--- src/design/mt64_pkg.sv ---
// mt64_pkg: shared types, constants and helper functions for the 64-bit
// Mersenne Twister block. No dependencies.
`default_nettype none
package mt64_pkg;

  localparam int STATE_DEPTH   = 312;
  localparam int TWIST_OFFSET  = 156;
  localparam int KEY_MAX_WORDS = 64;

  localparam int IDX_W  = $clog2(STATE_DEPTH + 2);
  localparam int KEY_AW = (KEY_MAX_WORDS > 1) ? $clog2(KEY_MAX_WORDS) : 1;
  localparam int KEY_CW = $clog2(KEY_MAX_WORDS + 1);
  localparam int CNT_MAX = (KEY_MAX_WORDS > STATE_DEPTH) ? KEY_MAX_WORDS : STATE_DEPTH;
  localparam int CNT_W  = $clog2(CNT_MAX + 1);

  typedef logic [63:0] word_t;

  localparam word_t INIT_MULT    = 64'd6364136223846793005;
  localparam word_t MIX_MULT_A   = 64'd3935559000370003845;
  localparam word_t MIX_MULT_B   = 64'd2862933555777941757;
  localparam word_t ARRAY_SEED   = 64'd19650218;
  localparam word_t DEFAULT_SEED = 64'd5489;
  localparam word_t TWIST_MATRIX = 64'hB5026F5AA96619E9;
  localparam word_t TEMPER_D     = 64'h5555555555555555;
  localparam word_t TEMPER_B     = 64'h71D67FFFEDA60000;
  localparam word_t TEMPER_C     = 64'hFFF7EEE000000000;
  localparam word_t TOP_BIT      = 64'h8000000000000000;

  // item kinds
  localparam logic [1:0] KIND_DRAW   = 2'd0;
  localparam logic [1:0] KIND_RESEED = 2'd1;
  localparam logic [1:0] KIND_KEY    = 2'd2;

  typedef enum logic [3:0] {
    ST_IDLE,
    ST_LS_MUL,
    ST_TW_A,
    ST_TW_B,
    ST_TW_C,
    ST_TW_D,
    ST_DRAW_A,
    ST_DRAW_B,
    ST_A1_RD,
    ST_A1_CAP,
    ST_A1_MUL,
    ST_A2_RD,
    ST_A2_CAP,
    ST_A2_MUL,
    ST_FIN
  } state_t;

  function automatic word_t mix62(input word_t p);
    mix62 = p ^ (p >> 62);
  endfunction

  function automatic word_t temper(input word_t v);
    word_t x;
    x = v;
    x = x ^ ((x >> 29) & TEMPER_D);
    x = x ^ ((x << 17) & TEMPER_B);
    x = x ^ ((x << 37) & TEMPER_C);
    x = x ^ (x >> 43);
    temper = x;
  endfunction

endpackage
`default_nettype wire

--- src/design/mt64_mul.sv ---
// mt64_mul: 64x64 multiplier keeping the low 64 bits, built from one 32x32
// multiplier over three partial products. Depends on mt64_pkg.
`default_nettype none
module mt64_mul (
  input  wire logic            clk,
  input  wire logic            rst_n,
  input  wire logic            start,
  input  wire mt64_pkg::word_t a,
  input  wire mt64_pkg::word_t b,
  output logic                 done,
  output mt64_pkg::word_t      prod
);

  mt64_pkg::word_t a_r, b_r, pp_r, acc_r, acc_nxt, pp_nxt;
  logic [1:0] cnt_r, cnt_nxt;
  logic busy_r, busy_nxt, done_r, done_nxt;
  logic [31:0] opa, opb;

  // operand halves for the current partial product
  always_comb begin
    case (cnt_r)
      2'd0:    begin opa = a_r[31:0];  opb = b_r[31:0];  end
      2'd1:    begin opa = a_r[63:32]; opb = b_r[31:0];  end
      default: begin opa = a_r[31:0];  opb = b_r[63:32]; end
    endcase
  end

  // step sequence: each product is registered, then accumulated in the next cycle
  always_comb begin
    busy_nxt = busy_r;
    cnt_nxt  = cnt_r;
    done_nxt = 1'b0;
    acc_nxt  = acc_r;
    pp_nxt   = pp_r;
    if (start) begin
      busy_nxt = 1'b1;
      cnt_nxt  = 2'd0;
    end else if (busy_r) begin
      pp_nxt  = 64'(opa * opb);
      cnt_nxt = cnt_r + 2'd1;
      case (cnt_r)
        2'd0:    acc_nxt = 64'd0;
        2'd1:    acc_nxt = pp_r;
        default: acc_nxt = acc_r + {pp_r[31:0], 32'd0};
      endcase
      if (cnt_r == 2'd3) begin
        busy_nxt = 1'b0;
        done_nxt = 1'b1;
      end
    end
  end

  always_ff @(posedge clk) begin
    if (!rst_n) begin
      busy_r <= 1'b0;
      done_r <= 1'b0;
      cnt_r  <= 2'd0;
    end else begin
      busy_r <= busy_nxt;
      done_r <= done_nxt;
      cnt_r  <= cnt_nxt;
    end
    if (start) begin
      a_r <= a;
      b_r <= b;
    end
    acc_r <= acc_nxt;
    pp_r  <= pp_nxt;
  end

  assign done = done_r;
  assign prod = acc_r;

endmodule
`default_nettype wire

--- config.mk ---
export PLATFORM = sky130hd
export DESIGN_NAME = mt64_mul
export DESIGN_NICKNAME = d
export VERILOG_FILES = /design/src/design/mt64_pkg.sv /design/src/design/mt64_mul.sv
export SDC_FILE = /design/constraint.sdc
export NUM_CORES = 2
export LEC_CHECK = 0
export ABC_AREA = 1
export CORE_UTILIZATION = 60
export CTS_BUF_LIST = sky130_fd_sc_hd__clkbuf_16
export DETAILED_ROUTE_END_ITERATION = 10
export DONT_BUFFER_PORTS = 1
export HOLD_SLACK_MARGIN = 0.08
export PLACE_DENSITY = 0.84
export SYNTH_ARGS = -nofsm -noshare
export SYNTH_HDL_FRONTEND = slang
export SYNTH_SLANG_ARGS = --single-unit
export TNS_END_PERCENT = 100
--- constraint.sdc ---
create_clock -name clk -period 17.25 [get_ports clk]
set_input_delay 0.8625 -clock clk [delete_from_list [all_inputs] [get_ports clk]]
set_output_delay 0.8625 -clock clk [all_outputs]
set_load 0.01 [all_outputs]
### Word-level counts from Yosys, hierarchy flattened

Index checks and enable logic that the tools add are counted.
Widths: inputs -> output; s select.

| cells by class | value |
|---|---|
| add/sub/neg operators | 2 |
| bitwise logic cells | 3 |
| reductions and logical operators | 5 |
| eq/ne operators | 2 |
| multipliers | 1 |
| muxes and demuxes | 7 |

Operators with widths:

| operator | count |
|---|---|
| $pmux 64 s2 | 1 |
| $add 64x64->64 | 1 |
| $mul 32x32->64 | 1 |
| $mux 32 | 2 |
| $mux 1 | 4 |
| $reduce_or 2->1 | 2 |
| $not 1->1 | 3 |
| $reduce_or 3->1 | 1 |
| $add 2x1->2 const B | 1 |
| $eq 2x1->1 const B | 1 |
| $eq 2x2->1 const B | 1 |
| $logic_not 2->1 | 1 |
| $reduce_and 2->1 | 1 |

| storage, ports and cells | value |
|---|---|
| output and inout port bits | 65 |
| input bits | 131 |
| flip-flop bits (word level) | 260 |
| logic and storage cells | 27 |

### Depth between registers and ports, before layout

| logic depth | value |
|---|---|
| word-level depth | 4 |
| mapped depth | 39 |

### Least setup slack after synthesis

OpenSTA, ideal clock, no wires.

| path | value |
|---|---|
| path kind | register -> register |
| start | register cnt_r[0] |
| end | register pp_r[49], data pin |
| arrival time | 7.071 ns |
| period minus slack after synthesis | 7.324 ns |
| cell stages (with the launch flop) | 33 |
| library setup time | 0.253 ns |
| slack | 9.926 ns |
| required time | 16.997 ns |
| cell sequence | dfxtp_1 -> inv_1 -> ha_1 -> nor2_4 -> inv_2 -> buf_6 -> buf_6 -> or2_1 -> o21ai_4 -> buf_6 -> nor2_1 -> fa_1 -> fa_1 -> inv_1 -> fa_1 -> fa_1 -> inv_1 -> fa_1 -> inv_1 -> fa_1 -> fa_1 -> fa_1 -> inv_1 -> ha_1 -> nand2_1 -> nor2_1 -> inv_1 -> nor2_1 -> inv_1 -> nor3_1 -> nand2_1 -> nand4_1 -> nand2_1 |

| on the way | value |
|---|---|
| longest elaborated chain between the ends | 4 |
| elaborated cells between the ends (all ways) | 6 |

RTL lines:

| item | RTL line | text |
|---|---|---|
| from (decl) | mt64_mul.sv:15 | `logic [1:0] cnt_r, cnt_nxt;` |
| from (signal assigned) | mt64_mul.sv:61 | `cnt_r <= cnt_nxt;` |
| $eq 2x1->1 or $logic_not 2->1 (tied branches) | mt64_mul.sv:21 | `case (cnt_r)` |
| $reduce_or 2->1 (no source line) | n/a |  |
| $mux 32 | mt64_mul.sv:21 |  |
| $mul 32x32->64 (*) | mt64_mul.sv:39 | `pp_nxt = 64'(opa * opb);` |
| to (signal assigned) | mt64_mul.sv:68 | `pp_r <= pp_nxt;` |
| to (decl) | mt64_mul.sv:14 | `mt64_pkg::word_t a_r, b_r, pp_r, acc_r, acc_nxt, pp_nxt;` |

Mark *: on every way between the ends. The rest lies on a longest branch, timed or not.
A chain may end at the register's enable or synchronous reset.

### Worst setup path in the final report

| path | value |
|---|---|
| start | register cnt_r[1] |
| end | register pp_r[37], data pin |

Same word-level chain as after synthesis.

==> metrics.md <==
| Metric | Value |
|---|---|
| DR pass1 iterations | `8` |
| Number of synthesized flops with an enable pin | `256` |
| # rows | `101` |
| Worst setup path category | `flip-flop to flip-flop` |
| Vias in the first global route | `38025` |
| Layout Nets | `6762` |
| DR vias | `36546` |
| Syn Nets | `6830` |
| Layout area overhead | `3.839%` |
| Register area share after synthesis | `16.90%` |
| WP data required | `17540 ps` |
| Overflow after GRT | `0` |
| Post-route ant nets | `0` |
| Port buffer count | `0` |
| Initial antenna violation count | `4` |
| Routability cong. | `1.022` |
| Clk sinks | `260` |
| Yosys cell types | `32` |
| Max incr delay on CP | `770 ps` |
| Synthesized area | `45950 µm²` |
| Clock Tree Buf Depth | `3` |
| Slew Limit Fails | `0` |
| Initial Util | `60.61%` |
| Largest net degree at the start of global routing | `133` |
| Avg Cell Area, Syn | `8.349 µm²` |
| CTS clk-pin slew, worst paths | `60 ps` |
| CP endpoint kind | `flip-flop` |
| CTS root buf | `clkbuf_16` |
| Status | `completed` |
| Worst path most repeated cell | `fa_1` |
| Top_reg_cell synth | `edfxtp_1` |
| Layout cells sized above 1 | `4.141%` |
| Worst flop-to-flop path startpoint | `cnt_r[1]` |
| Die area | `77700 µm²` |
| Final setup fails | `0` |
| Worst Hold Launch | `a[21]` |
| Drt wl/cell | `22.80 µm` |
| Hold-fix buffers, CTS | `0` |
| Synth async-reset ratio | `0%` |
| CP max FO | `65` |
| Fin Setup TNS | `0 ps` |
| Gr usage total | `38.84%` |
| # placed instances | `6385` |
| Minimum clock period | `10090 ps` |
| Ys Warns | `0` |
| Initial DRC Count | `3606` |
| Resized Gates After CTS | `0` |
| Slowest-stage cell, CP | `inv_1` |
| Worst slew margin | `19.77%` |
| RSZ-0062 raised after global routing | `false` |
| Core area | `75820 µm²` |
| Crit path from | `cnt_r[1]` |
| Synthesized flop and latch total | `260` |
| I/O pin cnt | `196` |
| DR DRC count | `0` |
| H-Tree Depth | `1` |
| Cells after Synth | `5504` |
| Worst-Skew Late Latency | `600 ps` |
| CTS buffer count | `27` |
| Tightest Pin Transition | `1199 ps` |
| Final Hold Vio Count | `0` |
| Vias/cell | `5.677` |
| DP HPWL | `116.0 mm` |
| CTS tree | `done` |
| Global-route wire length before repair | `222.9 mm` |
| Final period util | `58.50%` |
| Worst EP arrival | `10380 ps` |
| Total Routed Length | `146.8 mm` |
| Max cap viols | `0` |
| Die Y | `278.8 µm` |
| Non-Filler Instances | `6437` |
| Final core occ | `62.93%` |
| Crit path launch type | `flip-flop` |
| Clk_skew | `24.68 ps` |
| Achievable Freq | `0.09909 GHz` |
| HP Class | `input port to flip-flop` |
| Post-CTS Setup Repair Bufs | `0` |
| Die X | `278.8 µm` |
## sequential cells by signal (all words and copies together), names as in the netlist
register and flops:
pp_r 64, prod 64, cnt_r 2, done 1, b_r 64, busy_r 1, a_r 64
## worst max-delay path, delay by kind of cell (launching register included)
family                   cells  cell delay (ps)
adder cells (fa/ha/maj)     10             4820
buffers and inverters       12             2900
AND/OR/NAND/NOR             10             1640
AO/OA/AOI/OAI                1               60
flip-flops                   1              310
## cell usage after synthesis (all sizes together) (11+ instances only)
master | count | area (µm²)
nand4 | 11 | 68.82
fa | 897 | 17960
or2 | 35 | 219.0
inv | 1413 | 5304
nor2 | 711 | 2676
o21ai | 90 | 660.6
nand2 | 1362 | 5112
ha | 298 | 3729
xor2 | 30 | 262.8
edfxtp | 256 | 7687
nor3 | 30 | 150.1
o21bai | 12 | 90.09
clkbuf | 55 | 206.5
nand3 | 80 | 400.4
a21oi | 81 | 405.4
buf | 114 | 767.0
## final cells by class
class,instances,area [µm²]
Antenna cell,2,5.005
Clock buffer,27,675.6
Clock inverter,23,203.9
Fill cell,6403,28100
Inverter,1417,5319
Multi-Input combinational cell,3658,31980
Sequential cell,260,7767
Tap cell,978,1224
Timing Repair Buffer,72,540.5
## per-layer routing
layer / vias to the layer above / track usage (%) / routed length [µm]
met5: - / 0.3127 / 0
li1: 15786 / - / -
met2: 2337 / 61.32 / 66040
met1: 17760 / 48.25 / 52040
met4: 0 / 21.92 / 10750
met3: 663 / 10.85 / 17940
## stage by stage
step                      hold WS, ps  instance area (µm²)  worst slack (ps)
final                           357.6                47720              7159
after global routing            347.0                47720              6751
after CTS                       346.0                47710              7433
after detailed placement        503.0                46830              7474
after global placement          463.8                46830              7596
after floorplan                 455.1                45950              9926
## cell usage in the layout (no fill, tap or decap), types with 11 or more instances in the layout
cell type  Yosys  routed
fa_1         897     897
or2_1         11      11
ha_1         298     296
o21bai_1      12      12
inv_2         38      38
nor2_1       710     709
inv_1       1375    1379
nand4_1       11      11
nor3_1        30      29
a21oi_1       81      81
o21ai_0       43      26
xor2_1        30      30
o21ai_4        8      16
buf_4         16      72
edfxtp_1     256     256
clkbuf_16      0      27
o21ai_2       32      27
o21ai_1        7      21
nand3_1       80      80
or2_2         24      24
nand2_1     1362    1362
## cells by family after synthesis
kind of cell,count (synthesis),share of synthesized area (%)
buf+inv,1586,13.69
flops,260,16.90
xor+xnor,37,0.7052
simple gates,2240,18.94
fa+ha+maj,1195,47.19
compound gates,186,2.570
## path summary, 6_finish.rpt
kind                                  to  slack [ps]  cells after the start
worst max-delay path            pp_r[37]        7160                     33
worst min-delay path             a_r[21]         360                      0
worst max register to register  pp_r[37]        7160                     33
worst min register to register  cnt_r[0]         510                      2
Power is not shown: default switching activity piles up to over one toggle a cycle in this logic, so the estimate is an artifact.
